File: src/design/mssc_pkg.sv
`timescale 1ns / 1ps

package mssc_pkg;

    localparam int QUERY_W  = 10;
    localparam int RESULT_W = 3;
    localparam int BEST_W   = 4;

    localparam logic [BEST_W-1:0] BEST_INIT = 4'd7;

    typedef enum logic [3:0] {
        ST_IDLE,
        ST_CHECK,
        ST_EXT_INIT,
        ST_EXT_READ,
        ST_EXT_DRAIN,
        ST_EXT_WRITE,
        ST_RD_ISSUE,
        ST_RD_WAIT,
        ST_FINISH
    } state_t;

    typedef struct packed {
        logic capture_query;
        logic ext_begin;
        logic ext_init;
        logic ext_read;
        logic ext_write;
        logic res_zero;
        logic res_from_rd;
        logic res_from_best;
        logic out_load;
    } cmd_t;

    typedef struct packed {
        logic query_over;
        logic query_hit;
        logic sq_next_over;
        logic ext_last;
        logic out_busy;
    } status_t;

endpackage

File: src/design/mssc_ifs.sv
`timescale 1ns / 1ps

interface mssc_query_if
    import mssc_pkg::*;
();
    logic               valid;
    logic               ready;
    logic [QUERY_W-1:0] query_value;

    modport source (output valid, output query_value, input ready);
    modport sink (input valid, input query_value, output ready);
endinterface

interface mssc_result_if
    import mssc_pkg::*;
();
    logic                valid;
    logic                ready;
    logic [RESULT_W-1:0] min_squares;

    modport source (output valid, output min_squares, input ready);
    modport sink (input valid, input min_squares, output ready);
endinterface

File: src/design/min_square_sum_count_unit.sv
`timescale 1ns / 1ps

// Answers, for each query beat, the least number of perfect squares that sum to the
// query (0 to 4; a query above MAX_N answers 0 and changes nothing). Answers are
// memoized in a MAX_N+1 entry table that needs no clearing pass after reset. A query
// that falls inside the filled part of the table is read from it, and its result is
// loaded once the output is free. A query beyond it first extends the table one
// entry at a time; each entry i is built through the single read port of the table,
// which fetches one earlier entry per cycle for each square not above i. The block
// handles one query at a time and takes the next one while its last result waits.
module min_square_sum_count_unit
    import mssc_pkg::*;
#(
    parameter int MAX_N = 1023
)
(
    input  logic          clk,
    input  logic          rst_n,
    mssc_query_if.sink    query,
    mssc_result_if.source result
);

    cmd_t    cmd;
    status_t status;

    mssc_ctrl u_ctrl (
        .clk      (clk),
        .rst_n    (rst_n),
        .in_valid (query.valid),
        .in_ready (query.ready),
        .status   (status),
        .cmd      (cmd)
    );

    mssc_dp #(
        .MAX_N (MAX_N)
    ) u_dp (
        .clk         (clk),
        .rst_n       (rst_n),
        .cmd         (cmd),
        .status      (status),
        .query_value (query.query_value),
        .out_valid   (result.valid),
        .out_ready   (result.ready),
        .min_squares (result.min_squares)
    );

endmodule

File: src/design/mssc_ctrl.sv
`timescale 1ns / 1ps

module mssc_ctrl
    import mssc_pkg::*;
(
    input  logic    clk,
    input  logic    rst_n,
    input  logic    in_valid,
    output logic    in_ready,
    input  status_t status,
    output cmd_t    cmd
);

    state_t state_reg;
    state_t state_next;

    always_ff @(posedge clk or negedge rst_n)
    begin
        if (!rst_n)
        begin
            state_reg <= ST_IDLE;
        end
        else
        begin
            state_reg <= state_next;
        end
    end

    always_comb
    begin
        state_next = state_reg;
        cmd        = '0;
        in_ready   = 1'b0;
        unique case (state_reg)
            ST_IDLE:
            begin
                in_ready          = 1'b1;
                cmd.capture_query = in_valid;
                if (in_valid)
                begin
                    state_next = ST_CHECK;
                end
            end
            ST_CHECK:
            begin
                if (status.query_over)
                begin
                    cmd.res_zero = 1'b1;
                    state_next   = ST_FINISH;
                end
                else if (status.query_hit)
                begin
                    state_next = ST_RD_ISSUE;
                end
                else
                begin
                    cmd.ext_begin = 1'b1;
                    state_next    = ST_EXT_INIT;
                end
            end
            ST_EXT_INIT:
            begin
                cmd.ext_init = 1'b1;
                state_next   = ST_EXT_READ;
            end
            ST_EXT_READ:
            begin
                cmd.ext_read = 1'b1;
                if (status.sq_next_over)
                begin
                    state_next = ST_EXT_DRAIN;
                end
            end
            ST_EXT_DRAIN:
            begin
                state_next = ST_EXT_WRITE;
            end
            ST_EXT_WRITE:
            begin
                cmd.ext_write = 1'b1;
                if (status.ext_last)
                begin
                    cmd.res_from_best = 1'b1;
                    state_next        = ST_FINISH;
                end
                else
                begin
                    state_next = ST_EXT_INIT;
                end
            end
            ST_RD_ISSUE:
            begin
                state_next = ST_RD_WAIT;
            end
            ST_RD_WAIT:
            begin
                cmd.res_from_rd = 1'b1;
                state_next      = ST_FINISH;
            end
            ST_FINISH:
            begin
                if (!status.out_busy)
                begin
                    cmd.out_load = 1'b1;
                    state_next   = ST_IDLE;
                end
            end
            default:
            begin
                state_next = ST_IDLE;
            end
        endcase
    end

endmodule

File: src/design/mssc_dp.sv
`timescale 1ns / 1ps

module mssc_dp
    import mssc_pkg::*;
#(
    parameter int MAX_N = 1023
)
(
    input  logic                clk,
    input  logic                rst_n,
    input  cmd_t                cmd,
    output status_t             status,
    input  logic [QUERY_W-1:0]  query_value,
    output logic                out_valid,
    input  logic                out_ready,
    output logic [RESULT_W-1:0] min_squares
);

    localparam int AW = (MAX_N < 1) ? 1 : $clog2(MAX_N + 1);
    localparam int FW = $clog2(MAX_N + 2);
    localparam int SW = AW + 2;
    localparam int CW = (QUERY_W > FW) ? QUERY_W : FW;

    logic [RESULT_W-1:0] mem [0:MAX_N];

    logic [QUERY_W-1:0]  query_reg;
    logic [FW-1:0]       filled_reg;
    logic [AW-1:0]       cur_i_reg;
    logic [AW-1:0]       j_reg;
    logic [SW-1:0]       sq_reg;
    logic [BEST_W-1:0]   best_reg;
    logic                acc_pend_reg;
    logic [RESULT_W-1:0] rd_raw_reg;
    logic                rd_zero_reg;
    logic [RESULT_W-1:0] result_reg;
    logic                out_valid_reg;
    logic [RESULT_W-1:0] out_data_reg;

    logic [CW-1:0]       q_ext;
    logic [AW-1:0]       q_addr;
    logic [SW-1:0]       sq_next;
    logic [AW-1:0]       ext_addr;
    logic [AW-1:0]       rd_addr;
    logic [RESULT_W-1:0] rd_data;
    logic [BEST_W-1:0]   cand;

    assign q_ext    = CW'(query_reg);
    assign q_addr   = q_ext[AW-1:0];
    assign sq_next  = sq_reg + SW'({j_reg, 1'b1});
    assign ext_addr = cur_i_reg - sq_reg[AW-1:0];
    assign rd_addr  = cmd.ext_read ? ext_addr : q_addr;
    assign rd_data  = rd_zero_reg ? '0 : rd_raw_reg;
    assign cand     = BEST_W'(rd_data) + BEST_W'(1);

    assign status.query_over   = q_ext > CW'(MAX_N);
    assign status.query_hit    = q_ext < CW'(filled_reg);
    assign status.sq_next_over = sq_next > SW'(cur_i_reg);
    assign status.ext_last     = cur_i_reg == q_addr;
    assign status.out_busy     = out_valid_reg && !out_ready;

    // Entry zero is never written; reads of it are forced to zero instead.
    always_ff @(posedge clk)
    begin
        if (cmd.ext_write)
        begin
            mem[cur_i_reg] <= best_reg[RESULT_W-1:0];
        end
        rd_raw_reg  <= mem[rd_addr];
        rd_zero_reg <= rd_addr == '0;
    end

    always_ff @(posedge clk)
    begin
        if (cmd.capture_query)
        begin
            query_reg <= query_value;
        end
        if (cmd.ext_begin)
        begin
            cur_i_reg <= filled_reg[AW-1:0];
        end
        else if (cmd.ext_write)
        begin
            cur_i_reg <= cur_i_reg + AW'(1);
        end
        if (cmd.ext_init)
        begin
            j_reg  <= AW'(1);
            sq_reg <= SW'(1);
        end
        else if (cmd.ext_read)
        begin
            j_reg  <= j_reg + AW'(1);
            sq_reg <= sq_next;
        end
        if (cmd.ext_init)
        begin
            best_reg <= BEST_INIT;
        end
        else if (acc_pend_reg && (cand < best_reg))
        begin
            best_reg <= cand;
        end
        if (cmd.res_zero)
        begin
            result_reg <= '0;
        end
        else if (cmd.res_from_rd)
        begin
            result_reg <= rd_data;
        end
        else if (cmd.res_from_best)
        begin
            result_reg <= best_reg[RESULT_W-1:0];
        end
        if (cmd.out_load)
        begin
            out_data_reg <= result_reg;
        end
    end

    always_ff @(posedge clk or negedge rst_n)
    begin
        if (!rst_n)
        begin
            filled_reg    <= FW'(1);
            acc_pend_reg  <= 1'b0;
            out_valid_reg <= 1'b0;
        end
        else
        begin
            acc_pend_reg <= cmd.ext_read;
            if (cmd.ext_write)
            begin
                filled_reg <= FW'(cur_i_reg) + FW'(1);
            end
            if (cmd.out_load)
            begin
                out_valid_reg <= 1'b1;
            end
            else if (out_ready)
            begin
                out_valid_reg <= 1'b0;
            end
        end
    end

    assign out_valid   = out_valid_reg;
    assign min_squares = out_data_reg;

endmodule

File: src/flat_wrapper.sv
// flat-port wrapper written by rule: the top's interface ports become plain ports
module min_square_sum_count_unit_flat import mssc_pkg::*;
#(
    parameter int MAX_N = 1023
)
  (clk, rst_n, query_valid, query_query_value, query_ready, result_valid, result_min_squares, result_ready);
  mssc_query_if query_i ();
  mssc_result_if result_i ();
  input  logic clk;
  input  logic rst_n;
  input wire logic [$bits(query_i.valid)-1:0] query_valid;
  input wire logic [$bits(query_i.query_value)-1:0] query_query_value;
  output wire logic [$bits(query_i.ready)-1:0] query_ready;
  output wire logic [$bits(result_i.valid)-1:0] result_valid;
  output wire logic [$bits(result_i.min_squares)-1:0] result_min_squares;
  input wire logic [$bits(result_i.ready)-1:0] result_ready;
  assign query_i.valid = query_valid;
  assign query_i.query_value = query_query_value;
  assign query_ready = query_i.ready;
  assign result_valid = result_i.valid;
  assign result_min_squares = result_i.min_squares;
  assign result_i.ready = result_ready;
  min_square_sum_count_unit #(.MAX_N(MAX_N)) u_core (.clk(clk), .rst_n(rst_n), .query(query_i), .result(result_i));
endmodule
File: config.mk
export PLATFORM = sky130hd
export DESIGN_NAME = min_square_sum_count_unit_flat
export DESIGN_NICKNAME = d
export VERILOG_FILES = /design/src/design/mssc_pkg.sv /design/src/design/mssc_ifs.sv /design/src/design/min_square_sum_count_unit.sv /design/src/design/mssc_ctrl.sv /design/src/design/mssc_dp.sv /design/src/flat_wrapper.sv
export SDC_FILE = /design/constraint.sdc
export NUM_CORES = 2
export LEC_CHECK = 0
export BUFFER_PORTS_ARGS = -buffer_cell sky130_fd_sc_hd__buf_2
export CAP_MARGIN = 0
export CORE_MARGIN = 4
export CORE_UTILIZATION = 45
export CTS_CLUSTER_DIAMETER = 150
export DETAILED_ROUTE_END_ITERATION = 8
export HOLD_SLACK_MARGIN = 0.15
export PLACE_DENSITY_LB_ADDON = 0.12
export SETUP_SLACK_MARGIN = 0.1
export SLEW_MARGIN = 5
export SYNTH_ARGS = -nofsm -noshare
export SYNTH_HDL_FRONTEND = slang
export SYNTH_SLANG_ARGS = --single-unit
File: constraint.sdc
create_clock -name clk -period 32.5 [get_ports clk]
set_input_delay 4.875 -clock clk [delete_from_list [all_inputs] [get_ports clk]]
set_output_delay 4.875 -clock clk [all_outputs]
set_load 0.005 [all_outputs]
* Word-level counts from Yosys, hierarchy flattened *
Memories as Yosys holds them, arrays and structs flattened. A register that Yosys moved wholly into a read port is not among the register bits.
Cells that the tools add are included.

word-level totals
  memories kept = 1
  output and inout port bits = 5
  logic and storage cells = 76
  input port bits = 14
  bits in writable memories = 3072
  bits in latches = 0
  bits in registers = 70
  ROM bits = 0

cells by class
  muxes and demuxes = 32
  bitwise logic cells = 0
  equal/unequal tests = 12
  add/sub/neg operators = 6
  $mul = 0
  magnitude comparators = 4
  shift operators = 0
  reduce and logical (&&, ||, !) cells = 9
  div/mod/pow operators = 0

memory list
  memory           depth  bits a word  rd ports  clocked after memory_dff  write ports  RTL line       text
  u_core.u_dp.mem  1024   3            1         1                         1            mssc_dp.sv:24  logic [RESULT_W-1:0] mem [0:MAX_N];

operator list
  operator                                       number
  one-hot mux 4 bit (9 select lines)             1
  two-way mux 10 bit                             3
  adder 10 x 1 -> 10 bit, second input constant  2
  two-way mux 4 bit                              5
  two-way mux 1 bit                              19
  == test 4 x 3 -> 1 bit, second input constant  4
  adder 12 x 11 -> 12 bit                        1
  > comparator 12 x 10 -> 1 bit                  1
  two-way mux 3 bit                              4
  adder 10 x 1 -> 11 bit, second input constant  1
  less-than comparator 10 x 11 -> 1 bit          1
  == test 10 bit                                 1
  > comparator 10 bit, second input constant     1
  zero test 10 bit                               1
  subtractor 10 bit                              1
  == test 4 x 2 -> 1 bit, second input constant  2
  nonzero test 2 bit                             3
  adder 3 x 1 -> 4 bit, second input constant    1
  == test 4 x 1 -> 1 bit, second input constant  1
  == test 4 bit, second input constant           1
  zero test 4 bit                                1
  less-than comparator 4 bit                     1
  inequality test 2 bit, second input constant   2
  AND reduction 3 bit                            1
  other kinds (3)                                4

* Logic depth before layout (Yosys ltp) *
  word-level depth = 5
  mapped depth = 19
  mapped depth without buffers = 19

* Hierarchy *
Synthesis repeated with hierarchy kept, for this count alone.

unflattened totals
  cell total of the unflattened synthesis = 7360
  area total of the unflattened synthesis = 128768.5 um^2

by module, submodules not included
  module     seq. area each (um^2)  times used  area each (um^2)  cells each
  mssc_dp    93926.3                1           128410.7          7320
  mssc_ctrl  100.1                  1           357.8             40

* Worst setup path after synthesis *
Ideal clock, no wire load.

  kind = register to register
  from = register u_core.u_dp.best_reg[1]
  to = register u_core.u_dp.best_reg[0]
  path buffers = 1
  stages on the path, launching flop included = 10
  clock period less this slack = 15.998 ns
  setup time = 0.121 ns
  arrival = 15.878 ns
  data required time = 32.379 ns
  path slack = 16.502 ns
  cell sequence = dfxtp_1 > inv_1 > ha_1 > a21oi_1 > nor2b_1 > o21ai_0 > and3b_1 > clkbuf_1 > nor2_1 > o21ai_0

on the way
  cells in the longest elaborated chain, start to end = 2

RTL lines
  element                     RTL line        text
  start: declaration          mssc_dp.sv:31   logic [BEST_W-1:0] best_reg;
  start signal: assignment    mssc_dp.sv:102  best_reg <= cand;
  less-than comparator 4 bit  mssc_dp.sv:100  else if (acc_pend_reg && (cand < best_reg))
  logical AND 1 bit           mssc_dp.sv:100

No other way between the ends.
A chain may end at the register's enable or synchronous reset.

* Worst setup path in the final report *
  from = register u_core.u_ctrl.state_reg[3]
  to = register u_core.u_dp.rd_raw_reg[2], read port of u_core.u_dp.mem

on the way
  cells in the longest elaborated chain, start to end = 3

RTL lines
  element                   RTL line         text
  start: declaration        mssc_ctrl.sv:14  state_t state_reg;
  start signal: assignment  mssc_ctrl.sv:25  state_reg <= state_next;
  == test 4 x 2 -> 1 bit    mssc_ctrl.sv:34  unique case (state_reg)
  two-way mux 1 bit         mssc_ctrl.sv:34
  two-way mux 10 bit        mssc_dp.sv:51    assign rd_addr = cmd.ext_read ? ext_addr : q_addr;
  end: declaration          mssc_dp.sv:33    logic [RESULT_W-1:0] rd_raw_reg;

No other way between the ends.

==> impl_metrics.toml <==
[cts]
cts_resized = 0
cts_made_buffers = 338
clkTransAtPathRegs_ns = 0.06
clk_latency_ns = 0.89
cts_tree = "built"
clock-sinks = 3145
cts_buffer_depth = 4
cts_root_buf = "clkbuf_16"
cts-htree-levels = 5
post_cts_buffers = 0
postCtsHoldBufs = 0

[finish]
multiInputGateArea_um2 = 28500
syn_to_final_growth_pct = 11.2
drive_gt1_share_pct = 8.25
nets = 9074
regArea_um2 = 94000
largest_reg_flops = 3072
fillCellCount = 23837
final_cells = 12981

[sta]
final_hold_viol_count = 0
min_period_over_period_pct = 26.2
relSlewSlack_pct = 9.03
rsz0062_at_grt = "false"
fin_skew_ns = 0.0619
worst_pin_slew_ns = 1.36
fmax_mhz = 117
finalSetupTns_ns = 0
period_needed_ns = 8.51
slew_violations = 0
postLayoutSetupSlackWorst_ns = 23.99
setup_viol = 0

[synth]
synth_top_cell_by_area = "edfxtp_1"
ys_warn_count = 0
syn_inst = 9215
ys_top_cells_by_area = "edfxtp_1, o221ai_1, a21oi_1, nand2_1, nor2_1"
ys_ff_latch = 3145
synth_common_cells = "edfxtp_1, nand2_1, nor2_1, a21oi_1, o221ai_1"
netlist.area_leader.share_pct = 74.0
syn_area_per_cell_um2 = 13.6
syn_area_um2 = 126000
synth_most_common_cell = "edfxtp_1"
postSynthNetCount = 9278
ys_async_sr_fraction_pct = 0.541
ys.flop_type = "edfxtp_1"
synth_edf_count = 3095
ys_seq_area_share_pct = 74.9
synth.distinct_cells = 77

[route]
avgViaCountPerCell = 6.31
dr.pass1.iters = 6
drcViolationCount = 0
final_antenna_net_count = 0
wl_per_cell_um = 31.4
drt-total-wl_mm = 408
drtIter0Drc = 10355
vias = 81950

[die]
die_w_um = 536
die_h_um = 536
initial_core_util_pct = 45.3
rows = 193
coreArea_um2 = 277000
pin_count = 19
die_area_um2 = 288000

[pwr]
power_mw = 13.5
power_density_nw_per_um2 = 96.3
leakage_nw = 42.6
peakVddDrop_mv = 0.0882

[setup_path]
crit_fanout = 51
arrival_ns = 9.29
setup.worst_path.class = "reg2reg"
path_depth = 16
critical_path.slowest_cell = "a211oi_1"
ff2ff_setup_slack_ns = 23.99
path_cells = "nand4bb_4, buf_4, inv_2, mux2i_4, buf_4, buf_4, buf_4, buf_4, buf_4, o221ai_1, a31oi_1, nor3_1, o41ai_1, nor4_1, a211oi_1, mux2_2"
cp-startpoint = "u_core.u_ctrl.state_reg[3]$_DFFE_PN0P_"
reg2reg_depth = 16
required_ns = 33.28
start_kind = "flop"
crit_path_end = "u_core.u_dp.rd_raw_reg[2]$_DFF_P_"
cpLargestDelayFamily = "buffers and inverters"
path_buf_inv = 7
cpPeakStageDelay_ns = 1.16
end_kind = "flop"
rr_startpoint = "u_core.u_ctrl.state_reg[3]$_DFFE_PN0P_"
rr_endpoint = "u_core.u_dp.rd_raw_reg[2]$_DFF_P_"
cpMostUsedCell = "buf_4"

[global_route]
grt_pass1_vias = 81260
grt_pass1_wl_mm = 583
grt_max_degree = 187
grt_overflow_total = 0
antenna_found_initial = 29
grt_usage_pct = 27.8

[placement]
dp.cells = 12376
gp_congestion = 0.827
place_ws_ns = 24.06
hpwl_mm = 226
port_buffers = 18

[min_path]
hold_class = "reg2reg"
hold_start = "u_core.u_dp.result_reg[1]$_SDFFE_PP0N_"

[job]
maxCapViolCount = 0

[outcome]
status = "finished clean"
## how the worst min path moves through the flow
stage               cells past startpoint                                    to  slack, ns
global placement                        0  u_core.u_dp.min_squares[1]$_DFFE_PP_       0.42
detailed placement                      0  u_core.u_dp.min_squares[1]$_DFFE_PP_       0.43
floorplan                               0  u_core.u_dp.min_squares[0]$_DFFE_PP_       0.41
finish                                  0  u_core.u_dp.min_squares[1]$_DFFE_PP_       0.44
CTS                                     0  u_core.u_dp.min_squares[1]$_DFFE_PP_       0.44
global route                            0  u_core.u_dp.min_squares[1]$_DFFE_PP_       0.44
## metal layers
| metal | vias to the layer above | global-route usage [%] | wire length, um |
|---|---|---|---|
| met5 | - | 0 | 118 |
| met4 | 12 | 10.5 | 16900 |
| met3 | 713 | 3.97 | 32900 |
| met2 | 3913 | 44.9 | 191000 |
| met1 | 42231 | 38.4 | 166000 |
| li1 | 35081 | - | - |
## stage by stage
stage | hold slack (ns) | area (um2) | util (%)
6_report | 0.439 | 140000 | 50.4
3_5_place_dp | 0.430 | 129000 | 46.6
4_1_cts | 0.444 | 140000 | 50.4
3_3_place_gp | 0.422 | 129000 | 46.6
2_1_floorplan | 0.408 | 126000 | -
5_1_grt | 0.445 | 140000 | 50.4
## where the power goes
part | internal [mW] | total (mW) | switching [mW]
registers | 4.90 | 4.98 | 0.0807
clock network | 2.11 | 3.67 | 1.56
logic | 1.19 | 4.80 | 3.61
## cell usage in the layout (no fill, tap or decap), types with 30 or more instances in the layout
cell type and n:
a31oi_1 223, clkinv_1 86, nand2_4 32, nand2_1 1088
clkbuf_16 346, o21ai_0 72, nor2_1 1120, buf_4 201
clkbuf_1 72, a21oi_1 1120, o22ai_1 35, inv_1 42
o221ai_1 764, nor3_1 344, ha_1 47, nand3_1 30
clkinv_2 55, dfxtp_1 30, edfxtp_1 3095, nor4_1 37
## kinds of logic after synthesis
| logic type | synth area share, % |
|---|---|
| adders and majority gates | 0.500 |
| and+or+nand+nor | 8.93 |
| AOI/OAI and AO/OA | 12.4 |
| muxes | 0.129 |
| xor gates and xnor gates | 0.300 |
| DFF | 74.9 |
| buffers and inverters | 2.84 |
## layout make-up
| type | count | share of cell area (%) |
|---|---|---|
| Sequential cell | 3145 | 67.3 |
| Multi-Input combinational cell | 5246 | 20.4 |
| Clock buffer | 418 | 6.39 |
| Tap cell | 3705 | 3.32 |
| Timing Repair Buffer | 236 | 1.39 |
| Clock inverter | 180 | 1.01 |
| Inverter | 44 | 0.118 |
| Antenna cell | 7 | 0.0125 |
(Power assumes the default switching activity.)
